`src/rtl/hrdp_pkg.sv`:
```
// ----------------------------------------------------------------------------
// HID report descriptor parser package
// Item codes, queue entry types and helper functions shared by the parser.
// ----------------------------------------------------------------------------
package hrdp_pkg;

  // Item types from the prefix byte.
  localparam logic [1:0] TYPE_MAIN   = 2'd0;
  localparam logic [1:0] TYPE_GLOBAL = 2'd1;
  localparam logic [1:0] TYPE_LOCAL  = 2'd2;

  // Size code that stands for four data bytes.
  localparam logic [1:0] SIZE_CODE_4B = 2'd3;

  // Item tags.
  localparam logic [3:0] TAG_USAGE_PAGE     = 4'h0;
  localparam logic [3:0] TAG_REPORT_SIZE    = 4'h7;
  localparam logic [3:0] TAG_REPORT_COUNT   = 4'h9;
  localparam logic [3:0] TAG_USAGE          = 4'h0;
  localparam logic [3:0] TAG_INPUT          = 4'h8;
  localparam logic [3:0] TAG_COLLECTION     = 4'hA;
  localparam logic [3:0] TAG_END_COLLECTION = 4'hC;

  // Record kinds.
  localparam logic KIND_COLLECTION = 1'b0;
  localparam logic KIND_SUMMARY    = 1'b1;

  localparam int ITEMQ_DEPTH = 2;
  localparam int OUTQ_DEPTH  = 4;
  localparam int MAX_EMIT    = 3;

  // One decoded item, or an end-of-descriptor marker, from front to back.
  typedef struct packed {
    logic        exec;
    logic        last;
    logic [3:0]  tag;
    logic [1:0]  kind;
    logic [31:0] data;
  } item_t;

  // One result record.
  typedef struct packed {
    logic        kind;
    logic [7:0]  num;
    logic [15:0] page;
    logic [15:0] usage;
    logic [29:0] len;
    logic [7:0]  total;
    logic        eor;
  } result_t;

  // Input bit count rounded up to bytes, plus one; zero if no bits.
  function automatic logic [29:0] len_of(input logic [31:0] bits);
    logic [29:0] b;
    b = 30'((33'(bits) + 33'd7) >> 3);
    return (b == 30'd0) ? 30'd0 : b + 30'd1;
  endfunction

  function automatic logic [15:0] sat16(input logic [31:0] v);
    return (v[31:16] != 16'd0) ? 16'hFFFF : v[15:0];
  endfunction

endpackage

```
`src/rtl/hrdp_front.sv`:
```
// ----------------------------------------------------------------------------
// HID parser front end
// Splits the byte stream into short items and assembles their data.
// ----------------------------------------------------------------------------
module hrdp_front (
  input  logic           clk,
  input  logic           rst,
  input  logic           byte_valid,
  input  logic [7:0]     byte_data,
  input  logic           byte_last,
  output logic           push,
  output hrdp_pkg::item_t push_item
);
  import hrdp_pkg::*;

  logic [2:0]  bytes_pending, bytes_pending_next;
  logic [3:0]  item_tag, item_tag_next;
  logic [1:0]  item_type, item_type_next;
  logic [31:0] data_accum, data_accum_next;
  logic [1:0]  byte_pos, byte_pos_next;
  logic        exec;

  always_comb begin
    bytes_pending_next = bytes_pending;
    item_tag_next      = item_tag;
    item_type_next     = item_type;
    data_accum_next    = data_accum;
    byte_pos_next      = byte_pos;
    exec               = 1'b0;
    if (byte_valid) begin
      if (bytes_pending == 3'd0) begin
        item_tag_next   = byte_data[7:4];
        item_type_next  = byte_data[3:2];
        data_accum_next = 32'd0;
        byte_pos_next   = 2'd0;
        if (byte_data[1:0] == SIZE_CODE_4B) begin
          bytes_pending_next = 3'd4;
        end else begin
          bytes_pending_next = {1'b0, byte_data[1:0]};
        end
        exec = (byte_data[1:0] == 2'd0);
      end else begin
        data_accum_next    = data_accum | (32'(byte_data) << {byte_pos, 3'b000});
        byte_pos_next      = byte_pos + 2'd1;
        bytes_pending_next = bytes_pending - 3'd1;
        exec               = (bytes_pending == 3'd1);
      end
    end
    push           = byte_valid && (exec || byte_last);
    push_item.exec = exec;
    push_item.last = byte_last;
    push_item.tag  = item_tag_next;
    push_item.kind = item_type_next;
    push_item.data = data_accum_next;
  end

  always_ff @(posedge clk) begin
    if (rst || (byte_valid && byte_last)) begin
      bytes_pending <= 3'd0;
      item_tag      <= 4'd0;
      item_type     <= 2'd0;
      data_accum    <= 32'd0;
      byte_pos      <= 2'd0;
    end else begin
      bytes_pending <= bytes_pending_next;
      item_tag      <= item_tag_next;
      item_type     <= item_type_next;
      data_accum    <= data_accum_next;
      byte_pos      <= byte_pos_next;
    end
  end

endmodule

```
`src/rtl/hrdp_itemq.sv`:
```
// ----------------------------------------------------------------------------
// HID parser item queue
// Two-entry queue of decoded items between the front and back ends.
// ----------------------------------------------------------------------------
module hrdp_itemq (
  input  logic            clk,
  input  logic            rst,
  input  logic            push,
  input  hrdp_pkg::item_t push_item,
  output logic            full,
  output logic            head_valid,
  output hrdp_pkg::item_t head_item,
  input  logic            pop
);
  import hrdp_pkg::*;

  localparam int PW = $clog2(ITEMQ_DEPTH);

  item_t         ent [ITEMQ_DEPTH];
  logic [PW-1:0] wr_ptr;
  logic [PW-1:0] rd_ptr;
  logic [PW:0]   count;

  assign full       = (count == (PW+1)'(ITEMQ_DEPTH));
  assign head_valid = (count != '0);
  assign head_item  = ent[rd_ptr];

  always_ff @(posedge clk) begin
    if (push) begin
      ent[wr_ptr] <= push_item;
    end
  end

  always_ff @(posedge clk) begin
    if (rst) begin
      wr_ptr <= '0;
      rd_ptr <= '0;
      count  <= '0;
    end else begin
      if (push) begin
        wr_ptr <= wr_ptr + 1'b1;
      end
      if (pop) begin
        rd_ptr <= rd_ptr + 1'b1;
      end
      count <= count + (PW+1)'(push) - (PW+1)'(pop);
    end
  end

endmodule

```
`src/rtl/hrdp_back.sv`:
```
// ----------------------------------------------------------------------------
// HID parser back end
// Carries out decoded items: globals, usage, collections and records.
// ----------------------------------------------------------------------------
module hrdp_back (
  input  logic              clk,
  input  logic              rst,
  input  logic              head_valid,
  input  hrdp_pkg::item_t   head_item,
  input  logic              out_room,
  output logic              pop,
  output logic [1:0]        emit_count,
  output hrdp_pkg::result_t emit [hrdp_pkg::MAX_EMIT]
);
  import hrdp_pkg::*;

  logic [15:0] rep_size, rep_size_next;
  logic [15:0] rep_count, rep_count_next;
  logic [31:0] prod, prod_next;
  logic [15:0] cur_page, cur_page_next;
  logic [15:0] cur_usage, cur_usage_next;
  logic [7:0]  nest_depth, nest_depth_next;
  logic        coll_open, coll_open_next;
  logic [15:0] coll_page, coll_page_next;
  logic [15:0] coll_usage, coll_usage_next;
  logic [31:0] coll_max_bits, coll_max_bits_next;
  logic [31:0] best_bits, best_bits_next;
  logic [15:0] first_page, first_page_next;
  logic [15:0] first_usage, first_usage_next;
  logic [7:0]  coll_seen, coll_seen_next;

  assign pop = head_valid && out_room;

  always_comb begin
    logic [1:0] n;
    n                  = 2'd0;
    rep_size_next      = rep_size;
    rep_count_next     = rep_count;
    cur_page_next      = cur_page;
    cur_usage_next     = cur_usage;
    nest_depth_next    = nest_depth;
    coll_open_next     = coll_open;
    coll_page_next     = coll_page;
    coll_usage_next    = coll_usage;
    coll_max_bits_next = coll_max_bits;
    best_bits_next     = best_bits;
    first_page_next    = first_page;
    first_usage_next   = first_usage;
    coll_seen_next     = coll_seen;
    for (int i = 0; i < MAX_EMIT; i++) begin
      emit[i] = '0;
    end

    if (pop && head_item.exec) begin
      case (head_item.kind)
        TYPE_GLOBAL: begin
          if (head_item.tag == TAG_USAGE_PAGE) begin
            cur_page_next = head_item.data[15:0];
          end else if (head_item.tag == TAG_REPORT_SIZE) begin
            rep_size_next = sat16(head_item.data);
          end else if (head_item.tag == TAG_REPORT_COUNT) begin
            rep_count_next = sat16(head_item.data);
          end
        end
        TYPE_LOCAL: begin
          if (head_item.tag == TAG_USAGE) begin
            cur_usage_next = head_item.data[15:0];
          end
        end
        TYPE_MAIN: begin
          if (head_item.tag == TAG_COLLECTION) begin
            if (nest_depth == 8'd0) begin
              // A record still open at the outer level is closed first.
              if (coll_open) begin
                emit[n] = '{KIND_COLLECTION,
                            (coll_seen != 8'd0) ? coll_seen - 8'd1 : 8'd0,
                            coll_page, coll_usage, len_of(coll_max_bits),
                            coll_seen, 1'b0};
                n = n + 2'd1;
              end
              if (coll_seen == 8'd0) begin
                first_page_next  = cur_page;
                first_usage_next = cur_usage;
              end
              if (coll_seen != 8'hFF) begin
                coll_seen_next = coll_seen + 8'd1;
              end
              coll_open_next     = 1'b1;
              coll_page_next     = cur_page;
              coll_usage_next    = cur_usage;
              coll_max_bits_next = 32'd0;
            end
            if (nest_depth != 8'hFF) begin
              nest_depth_next = nest_depth + 8'd1;
            end
          end else if (head_item.tag == TAG_END_COLLECTION) begin
            if (nest_depth != 8'd0) begin
              nest_depth_next = nest_depth - 8'd1;
            end
            if (nest_depth_next == 8'd0) begin
              if (coll_open) begin
                emit[n] = '{KIND_COLLECTION,
                            (coll_seen != 8'd0) ? coll_seen - 8'd1 : 8'd0,
                            coll_page, coll_usage, len_of(coll_max_bits),
                            coll_seen, 1'b0};
                n = n + 2'd1;
              end
              coll_open_next     = 1'b0;
              coll_max_bits_next = 32'd0;
            end
          end else if (head_item.tag == TAG_INPUT) begin
            if (prod > best_bits) begin
              best_bits_next = prod;
            end
            if (prod > coll_max_bits) begin
              coll_max_bits_next = prod;
            end
          end
        end
        default: begin
        end
      endcase
    end

    if (pop && head_item.last) begin
      // Close any open record, then the summary; everything starts over.
      if (coll_open_next) begin
        emit[n] = '{KIND_COLLECTION,
                    (coll_seen_next != 8'd0) ? coll_seen_next - 8'd1 : 8'd0,
                    coll_page_next, coll_usage_next, len_of(coll_max_bits_next),
                    coll_seen_next, 1'b0};
        n = n + 2'd1;
      end
      emit[n] = '{KIND_SUMMARY, 8'd0,
                  (coll_seen_next != 8'd0) ? first_page_next : 16'd0,
                  (coll_seen_next != 8'd0) ? first_usage_next : 16'd0,
                  len_of(best_bits_next), coll_seen_next, 1'b1};
      n = n + 2'd1;
      rep_size_next      = 16'd0;
      rep_count_next     = 16'd0;
      cur_page_next      = 16'd0;
      cur_usage_next     = 16'd0;
      nest_depth_next    = 8'd0;
      coll_open_next     = 1'b0;
      coll_page_next     = 16'd0;
      coll_usage_next    = 16'd0;
      coll_max_bits_next = 32'd0;
      best_bits_next     = 32'd0;
      first_page_next    = 16'd0;
      first_usage_next   = 16'd0;
      coll_seen_next     = 8'd0;
    end

    emit_count = n;
    // The product is registered so that the Input compare sees it next cycle.
    prod_next  = 32'(rep_size_next) * 32'(rep_count_next);
  end

  always_ff @(posedge clk) begin
    if (rst) begin
      rep_size      <= 16'd0;
      rep_count     <= 16'd0;
      prod          <= 32'd0;
      cur_page      <= 16'd0;
      cur_usage     <= 16'd0;
      nest_depth    <= 8'd0;
      coll_open     <= 1'b0;
      coll_page     <= 16'd0;
      coll_usage    <= 16'd0;
      coll_max_bits <= 32'd0;
      best_bits     <= 32'd0;
      first_page    <= 16'd0;
      first_usage   <= 16'd0;
      coll_seen     <= 8'd0;
    end else begin
      rep_size      <= rep_size_next;
      rep_count     <= rep_count_next;
      prod          <= prod_next;
      cur_page      <= cur_page_next;
      cur_usage     <= cur_usage_next;
      nest_depth    <= nest_depth_next;
      coll_open     <= coll_open_next;
      coll_page     <= coll_page_next;
      coll_usage    <= coll_usage_next;
      coll_max_bits <= coll_max_bits_next;
      best_bits     <= best_bits_next;
      first_page    <= first_page_next;
      first_usage   <= first_usage_next;
      coll_seen     <= coll_seen_next;
    end
  end

`ifndef SYNTH
  // A record is open exactly while the parser is inside a collection.
  assert property (@(posedge clk) disable iff (rst) coll_open == (nest_depth != 8'd0))
    else $error("collection open flag disagrees with nesting depth");

  // Normal nesting never produces more than two records from one item.
  assert property (@(posedge clk) disable iff (rst) emit_count != 2'd3)
    else $error("three records emitted from one item");

  // The product register tracks the report size and count.
  assert property (@(posedge clk) disable iff (rst)
                   prod == 32'(rep_size) * 32'(rep_count))
    else $error("product register out of step with report size and count");

  // The first collection's usages hold until the descriptor ends.
  assert property (@(posedge clk) disable iff (rst)
                   (coll_seen != 8'd0) && !(pop && head_item.last)
                   |=> $stable(first_page) && $stable(first_usage))
    else $error("first collection usage changed mid descriptor");
`endif

endmodule

```
`src/rtl/hrdp_outq.sv`:
```
// ----------------------------------------------------------------------------
// HID parser result queue
// Four-entry output queue that takes up to three records in one cycle.
// ----------------------------------------------------------------------------
module hrdp_outq (
  input  logic              clk,
  input  logic              rst,
  input  logic [1:0]        emit_count,
  input  hrdp_pkg::result_t emit [hrdp_pkg::MAX_EMIT],
  output logic              room,
  output logic              out_valid,
  output hrdp_pkg::result_t out_item,
  input  logic              out_ready
);
  import hrdp_pkg::*;

  localparam int PW = $clog2(OUTQ_DEPTH);

  result_t       ent [OUTQ_DEPTH];
  logic [PW-1:0] wr_ptr;
  logic [PW-1:0] rd_ptr;
  logic [PW:0]   count;
  logic          out_take;

  // Accept new records only when a full burst is sure to fit.
  assign room      = (count <= (PW+1)'(OUTQ_DEPTH - MAX_EMIT));
  assign out_valid = (count != '0);
  assign out_item  = ent[rd_ptr];
  assign out_take  = out_valid && out_ready;

  always_ff @(posedge clk) begin
    for (int i = 0; i < MAX_EMIT; i++) begin
      if (2'(i) < emit_count) begin
        ent[wr_ptr + PW'(i)] <= emit[i];
      end
    end
  end

  always_ff @(posedge clk) begin
    if (rst) begin
      wr_ptr <= '0;
      rd_ptr <= '0;
      count  <= '0;
    end else begin
      wr_ptr <= wr_ptr + PW'(emit_count);
      if (out_take) begin
        rd_ptr <= rd_ptr + 1'b1;
      end
      count <= count + (PW+1)'(emit_count) - (PW+1)'(out_take);
    end
  end

endmodule

```
`src/rtl/hid_report_descriptor_parser.sv`:
```
// ----------------------------------------------------------------------------
// HID report descriptor parser
// Decodes short items of a report descriptor and reports top-level collections.
// ----------------------------------------------------------------------------
// Throughput: one descriptor byte per cycle while the result side keeps up.
// A record reaches m_axis from the byte that completes its item through the
// item queue and then the result queue, each of which registers it.
// The result queue pauses the back end when it could not take a full burst.
// Reset: synchronous, active high; all state clears at once, expecting a prefix.
// ----------------------------------------------------------------------------
module hid_report_descriptor_parser (
  input  logic        clk,
  input  logic        rst,
  // Descriptor byte stream.
  input  logic        s_axis_tvalid,
  output logic        s_axis_tready,
  input  logic [7:0]  s_axis_tdata,   // [7:0] desc_byte
  input  logic        s_axis_tlast,   // final_byte
  // Result records.
  output logic        m_axis_tvalid,
  input  logic        m_axis_tready,
  // [7:0] coll_number, [23:8] usage_page_out, [39:24] usage_out,
  // [69:40] input_len_bytes, [77:70] coll_total, [79:78] zero
  output logic [79:0] m_axis_tdata,
  output logic        m_axis_tuser,   // record_kind
  output logic        m_axis_tlast    // end_of_run
);
  import hrdp_pkg::*;

  // The front end sees every accepted byte. It forwards a request to the
  // item queue for each completed item and for the last byte of a
  // descriptor, which carries the end-of-descriptor flag even when the
  // item under assembly is dropped.
  logic    byte_accept;
  logic    push;
  item_t   push_item;
  logic    itemq_full;
  logic    head_valid;
  item_t   head_item;
  logic    pop;

  // The back end writes up to three records into the result queue at once.
  logic [1:0] emit_count;
  result_t    emit [MAX_EMIT];
  logic       out_room;
  result_t    out_item;

  assign s_axis_tready = !itemq_full;
  assign byte_accept   = s_axis_tvalid && s_axis_tready;

  hrdp_front u_front (
    .clk        (clk),
    .rst        (rst),
    .byte_valid (byte_accept),
    .byte_data  (s_axis_tdata),
    .byte_last  (s_axis_tlast),
    .push       (push),
    .push_item  (push_item)
  );

  hrdp_itemq u_itemq (
    .clk        (clk),
    .rst        (rst),
    .push       (push),
    .push_item  (push_item),
    .full       (itemq_full),
    .head_valid (head_valid),
    .head_item  (head_item),
    .pop        (pop)
  );

  // Global and local state, collection tracking and the size-times-count
  // product live here. Each queue entry is carried out as it is popped.
  hrdp_back u_back (
    .clk        (clk),
    .rst        (rst),
    .head_valid (head_valid),
    .head_item  (head_item),
    .out_room   (out_room),
    .pop        (pop),
    .emit_count (emit_count),
    .emit       (emit)
  );

  hrdp_outq u_outq (
    .clk        (clk),
    .rst        (rst),
    .emit_count (emit_count),
    .emit       (emit),
    .room       (out_room),
    .out_valid  (m_axis_tvalid),
    .out_item   (out_item),
    .out_ready  (m_axis_tready)
  );

  assign m_axis_tdata = {2'b00, out_item.total, out_item.len, out_item.usage,
                         out_item.page, out_item.num};
  assign m_axis_tuser = out_item.kind;
  assign m_axis_tlast = out_item.eor;

endmodule

```
`config.mk`:
```
export PLATFORM = sky130hd
export DESIGN_NAME = hid_report_descriptor_parser
export DESIGN_NICKNAME = d
export VERILOG_FILES = /design/src/rtl/hrdp_pkg.sv /design/src/rtl/hrdp_front.sv /design/src/rtl/hrdp_itemq.sv /design/src/rtl/hrdp_back.sv /design/src/rtl/hrdp_outq.sv /design/src/rtl/hid_report_descriptor_parser.sv
export SDC_FILE = /design/constraint.sdc
export NUM_CORES = 2
export LEC_CHECK = 0
export BUFFER_PORTS_ARGS = -buffer_cell sky130_fd_sc_hd__buf_2
export CAP_MARGIN = 25
export CORE_ASPECT_RATIO = 0.6
export CORE_UTILIZATION = 64
export CTS_CLUSTER_DIAMETER = 120
export DETAILED_ROUTE_END_ITERATION = 8
export HOLD_SLACK_MARGIN = 0.02
export PLACE_DENSITY_LB_ADDON = 0.3
export SETUP_SLACK_MARGIN = 0.02
export SYNTH_ARGS = -nofsm -noshare
export SYNTH_HDL_FRONTEND = slang
export SYNTH_SLANG_ARGS = --single-unit
```
`constraint.sdc`:
```
create_clock -name clk -period 12.3 [get_ports clk]
set_input_delay 2.46 -clock clk [delete_from_list [all_inputs] [get_ports clk]]
set_output_delay 2.46 -clock clk [all_outputs]
set_load 0.005 [all_outputs]
```
# After elaboration in Yosys (flattened, before gate mapping)
# Memories as Yosys holds them, arrays and structs flattened. A register that Yosys moved wholly into a read port is not among the register bits.
# Cells that the tools add are included.
[totals]
in_bits = 13
wordCells = 232
out_inout_bits = 84
mem_count = 2
register_bits = 295
ramBits = 400
[memory_table]
columns = ["memory", "depth", "word_bits", "rd", "rd_ports_with_merged_regs", "wr", "line", "rtl"]
rows = [
  ["u_outq.ent", 4, 80, 1, 1, 3, "hrdp_outq.sv:19", "result_t ent [OUTQ_DEPTH];"],
  ["u_itemq.ent", 2, 40, 1, 1, 1, "hrdp_itemq.sv:19", "item_t ent [ITEMQ_DEPTH];"],
]
[classes]
reduce_logical = 33
magnitude_cmp = 10
n_eq_ne = 13
n_shift = 1
bitwise_logic = 3
multipliers = 1
add_sub_neg = 25
mux = 119
[op_table]
columns = ["op", "n"]
rows = [
  ["$mux W240", 3],
  ["$mux W80", 7],
  ["$mux W16", 32],
  ["$mux W32", 16],
  ["$bwmux W240", 2],
  ["$demux W80 S2", 2],
  ["$mux W79", 2],
  ["$mux W8", 15],
  ["$add A32 B3 Y33 const B", 3],
  ["$add A30 B1 Y30 const B", 3],
  ["$logic_not A30 Y1", 3],
  ["$mux W30", 3],
  ["$gt A32 B32 Y1", 2],
  ["$mul A16 B16 Y32", 1],
  ["$or A32 B32 Y32", 1],
  ["$shl A8 B5 Y32", 1],
  ["$mux W2", 13],
  ["$logic_not A8 Y1", 3],
  ["$reduce_bool A8 Y1", 3],
  ["$sub A8 B1 Y8 const B", 3],
  ["$mux W1", 20],
  ["$add A8 B1 Y8 const B", 2],
  ["$eq A4 B4 Y1 const B", 4],
  ["$ne A8 B8 Y1 const B", 2],
  ["other kinds (34)", 59],
]

# Depth between registers and ports, before layout
[depth]
depth_word = 22
mapped_depth = 37
mapped_depth_nobuf = 33

# Hierarchy
# A second synthesis with hierarchy kept.
[unflattened]
cells_unflattened = 5802
hier_area_um2 = 49839.0
[by_module_without_submodules]
columns = ["module", "area_per_inst_um2", "seq_area_each_um2", "instances", "cells_per_inst"]
rows = [
  ["hrdp_back", 26246.4, 4824.6, 1, 3541],
  ["hrdp_outq", 18666.7, 9789.4, 1, 1902],
  ["hrdp_itemq", 3116.7, 2502.4, 1, 145],
  ["hrdp_front", 1780.5, 860.8, 1, 209],
  ["hid_report_descriptor_parser", 28.8, 0.0, 1, 5],
]

# Worst setup path before layout
# Ideal clock, no wire load.
[synth_path]
path_kind = "register to register"
start = "register u_back.nest_depth[1]"
end = "memory u_outq.ent[0][0] (netlist bit), enable pin"
period_less_slack_ps = 9958
t_arrival_ps = 9325
stages_incl_launch_ff = 15
path_buffers = 2
path_slack_ps = 2342
t_required_ps = 11667
path_cell_list = "dfxtp_1 > clkbuf_1 > inv_1 > ha_1 > or4b_1 > buf_2 > or2_2 > nor3_1 > o21ai_0 > inv_1 > ha_1 > nor2b_1 > o21bai_1 > nor2_1 > o31ai_1"
[synth_rtl]
columns = ["item", "line", "rtl"]
rows = [
  ["start, declared", "hrdp_back.sv:22", "logic [7:0] nest_depth, nest_depth_next;"],
  ["start signal, assigned", "hrdp_back.sv:181", "nest_depth <= nest_depth_next;"],
  ["end, declared", "hrdp_outq.sv:19", ""],
]

==> impl_metrics.toml <==
[synth]
yosys_most_used_dff = "edfxtp_1"
synth_seq_cells = 694
ys_async_sr_fraction = 0
synth_area_um2 = 46300
syn_area_per_cell_um2 = 9.27
syn_inst = 4995
synth_cell_types = 107
synth_top_area_frac = 0.257
ys_top_cells_by_area = "edfxtp_1 26%, dfxtp_1 13%, fa_1 8.4%"
ys_seq_area_frac = 0.385
synth_edf_count = 396
synth_top_cell_by_area = "edfxtp_1"
yosys_warnings = 0

[placement]
portBuffers = 94
dp_cells = 5822
postPlaceCellArea_um2 = 47700
hpwlAfterDp_mm = 104
post-place-ws_ns = 2.82
place_congestion = 1.05

[detailed_routing]
via_count = 40800
wl_per_cell_um = 25.3
ant_nets = 0
drt-pass1-iter-count = 8
drt-vias-per-instance = 6.86
drt-total-wl_mm = 150
drt_iter0_markers = 7554
drc = 0

[cts]
cts_buffer_depth = 3
cts_tree = "yes"
path_clk_slew_ns = 0.07
cts_resized = 0
cts-root-buf = "clkbuf_16"
cts_sinks = 694
holdBufCountCts = 0
clk_latency_ns = 0.66
cts_htree_levels = 3
cts_made_buffers = 67
post_cts.repair.setup_buffers = 0

[critical_path]
critPathSlowestCell = "nor2_1"
endpoint_kind = "flip-flop"
crit_end = "u_back.prod[30]$_SDFF_PP0_"
critical_path_class = "flip-flop to flip-flop"
cpPeakStageDelay_ns = 0.71
path_delay_family = "adder cells"
worst-path-stages = 32
crit_buf_inv = 5
crit_arrival_ns = 10.29
cp-start-kind = "flip-flop"
required_ns = 12.78
reg2reg_depth = 32
cpMostUsedCell = "fa_1"
r2r_slack_ns = 2.49
crit_path_max_fanout = 37
worstReg2RegEnd = "u_back.prod[30]$_SDFF_PP0_"

[sta]
slew_headroom = 0.198
min_period_over_period = 0.797
fin_setup_tns_ns = 0
rsz0062_at_grt = "no"
hold_violations = 0
maxSlewViolCount = 0
whs_ns = 0.501
setup_ws_ns = 2.49
worst_pin_slew_ns = 1.17
fin_skew_ns = 0.0289
finalCriticalPeriod_ns = 9.81
fmax_mhz = 102
setup_viol_count_final = 0

[hold_path]
hp-class = "flip-flop to flip-flop"

[global_route]
antenna_found_initial = 2
gr-total-overflow = 0
grt_pass1_vias = 38800
grt_pass1_wl_mm = 230
grt_use_total = 0.408
grt_max_degree = 99

[final_layout]
finish.instance_area_um2 = 50000
drive_above_1_share = 0.104
final_cells = 5952
num-nets-final = 5336
syn_to_final_growth_pct = 7.85
fin_util = 0.706

[die]
fp-row-count = 75
top_level_ports = 97
die_area_um2 = 73500
coreArea_um2 = 70800
die_w_um = 349
dieHeight_um = 210
start_util = 0.655

[pwr]
total_power_mw = 5.81
ir_worst_vdd_v = 0.000119
p_per_area_nw_per_um2 = 116
leakagePower_nw = 19.0
switching_share = 0.294
comb_power_share = 0.183
clockPowerShare = 0.361
p_int_mw = 4.10
seqPwrFrac = 0.456
switchingPower_mw = 1.71

[run_status]
status = "finished clean"

[flow_run]
cap_violations = 0
[routing by layer]
layer | up-vias | share of wire | track usage
li1 | 17600 | - | -
met3 | 480 | 0.17 | 0.156
met4 | 2 | 0.041 | 0.159
met2 | 3399 | 0.39 | 0.532
met5 | - | 0.000086 | 0.00132
met1 | 19300 | 0.40 | 0.604
[worst min-delay path, cell delays in order (launching register included)]
cell and delay [ns]:
dfxtp_1 0.34, nand2_1 0.07, a21oi_1 0.05
[flip-flops by register name, indices dropped and copies added (netlist names), 32 cells and up, named ones only]
signal	count
u_back.best_bits	32
u_back.coll_max_bits	32
u_back.prod	32
u_front.data_accum	32
u_itemq.ent	80
u_outq.ent	316
[Yosys cell counts, types with 9 or more instances]
master	number
edfxtp_1	396
o22ai_1	117
a21boi_0	11
or2_2	45
mux2i_1	104
and4_1	13
o21ai_1	29
o211ai_1	22
nor2b_1	28
nand2_1	686
buf_2	9
o31ai_1	10
dfxtp_1	298
a22oi_1	156
nor4_1	31
ha_1	192
and3_1	38
a22o_1	11
mux2_2	16
nor2_1	592
and2_1	31
o21ai_0	206
nand4_1	42
xor2_1	47
or4_1	11
or3_1	31
a21oi_1	189
nor3_1	149
a21o_1	31
xnor2_1	113
clkbuf_1	272
nand2b_1	17
buf_1	32
fa_1	195
a211o_1	11
a31oi_1	14
a221o_1	36
nand3_1	131
inv_1	321
a211oi_1	63
mux4_2	79
[kinds of logic after synthesis]
logic type	count (synthesis)	synth area share
buffers and inverters	645	0.0533
other	1	0.0000809
muxes	199	0.0648
AOI/OAI and AO/OA	1014	0.146
and+or+nand+nor	1894	0.184
xor gates and xnor gates	160	0.0302
DFF	694	0.385
adders and majority gates	388	0.136
[worst min-delay path by stage]
stage | start | endpoint | slack [ns] | cells past startpoint
after floorplan | u_back.best_bits[18]$_SDFF_PP0_ | u_back.best_bits[18]$_SDFF_PP0_ | 0.46 | 2
after global placement | u_back.best_bits[2]$_SDFF_PP0_ | u_back.best_bits[2]$_SDFF_PP0_ | 0.47 | 2
after detailed placement | u_back.best_bits[3]$_SDFF_PP0_ | u_back.best_bits[3]$_SDFF_PP0_ | 0.49 | 2
after CTS | u_back.best_bits[3]$_SDFF_PP0_ | u_back.best_bits[3]$_SDFF_PP0_ | 0.50 | 2
after global routing | u_back.best_bits[3]$_SDFF_PP0_ | u_back.best_bits[3]$_SDFF_PP0_ | 0.54 | 2
final | u_back.best_bits[3]$_SDFF_PP0_ | u_back.best_bits[3]$_SDFF_PP0_ | 0.50 | 2
[cells in the final DEF, fill, tap and decap left out, types with 130 or more instances in the layout]
cell / instances
nand2_1: 684
nor2_1: 577
edfxtp_1: 396
inv_1: 321
dfxtp_1: 296
o21ai_0: 200
fa_1: 195
ha_1: 192
a21oi_1: 187
a22oi_1: 156
nor3_1: 146
nand3_1: 130
[area by class of cell]
class	count	area, µm²
multi-input cells	3657	26200
fillers	5389	20800
flip-flops and latches	694	17900
clock buffers	83	1760
repair buffers	193	1280
inverters	323	1210
well taps	962	1200
clock inverters	39	400
diodes	1	2.50
[power groups by stage]
stage	clock [mW]	sequential [mW]	combinational, mW
final	2.10	2.65	1.06
after CTS	2.10	2.65	1.03
after global routing	2.19	2.66	1.11
after floorplan	0	2.68	0.630
after global placement	0	2.69	1.01
after detailed placement	0	2.70	1.02
Note: power is estimated with default switching activity, not from simulation.
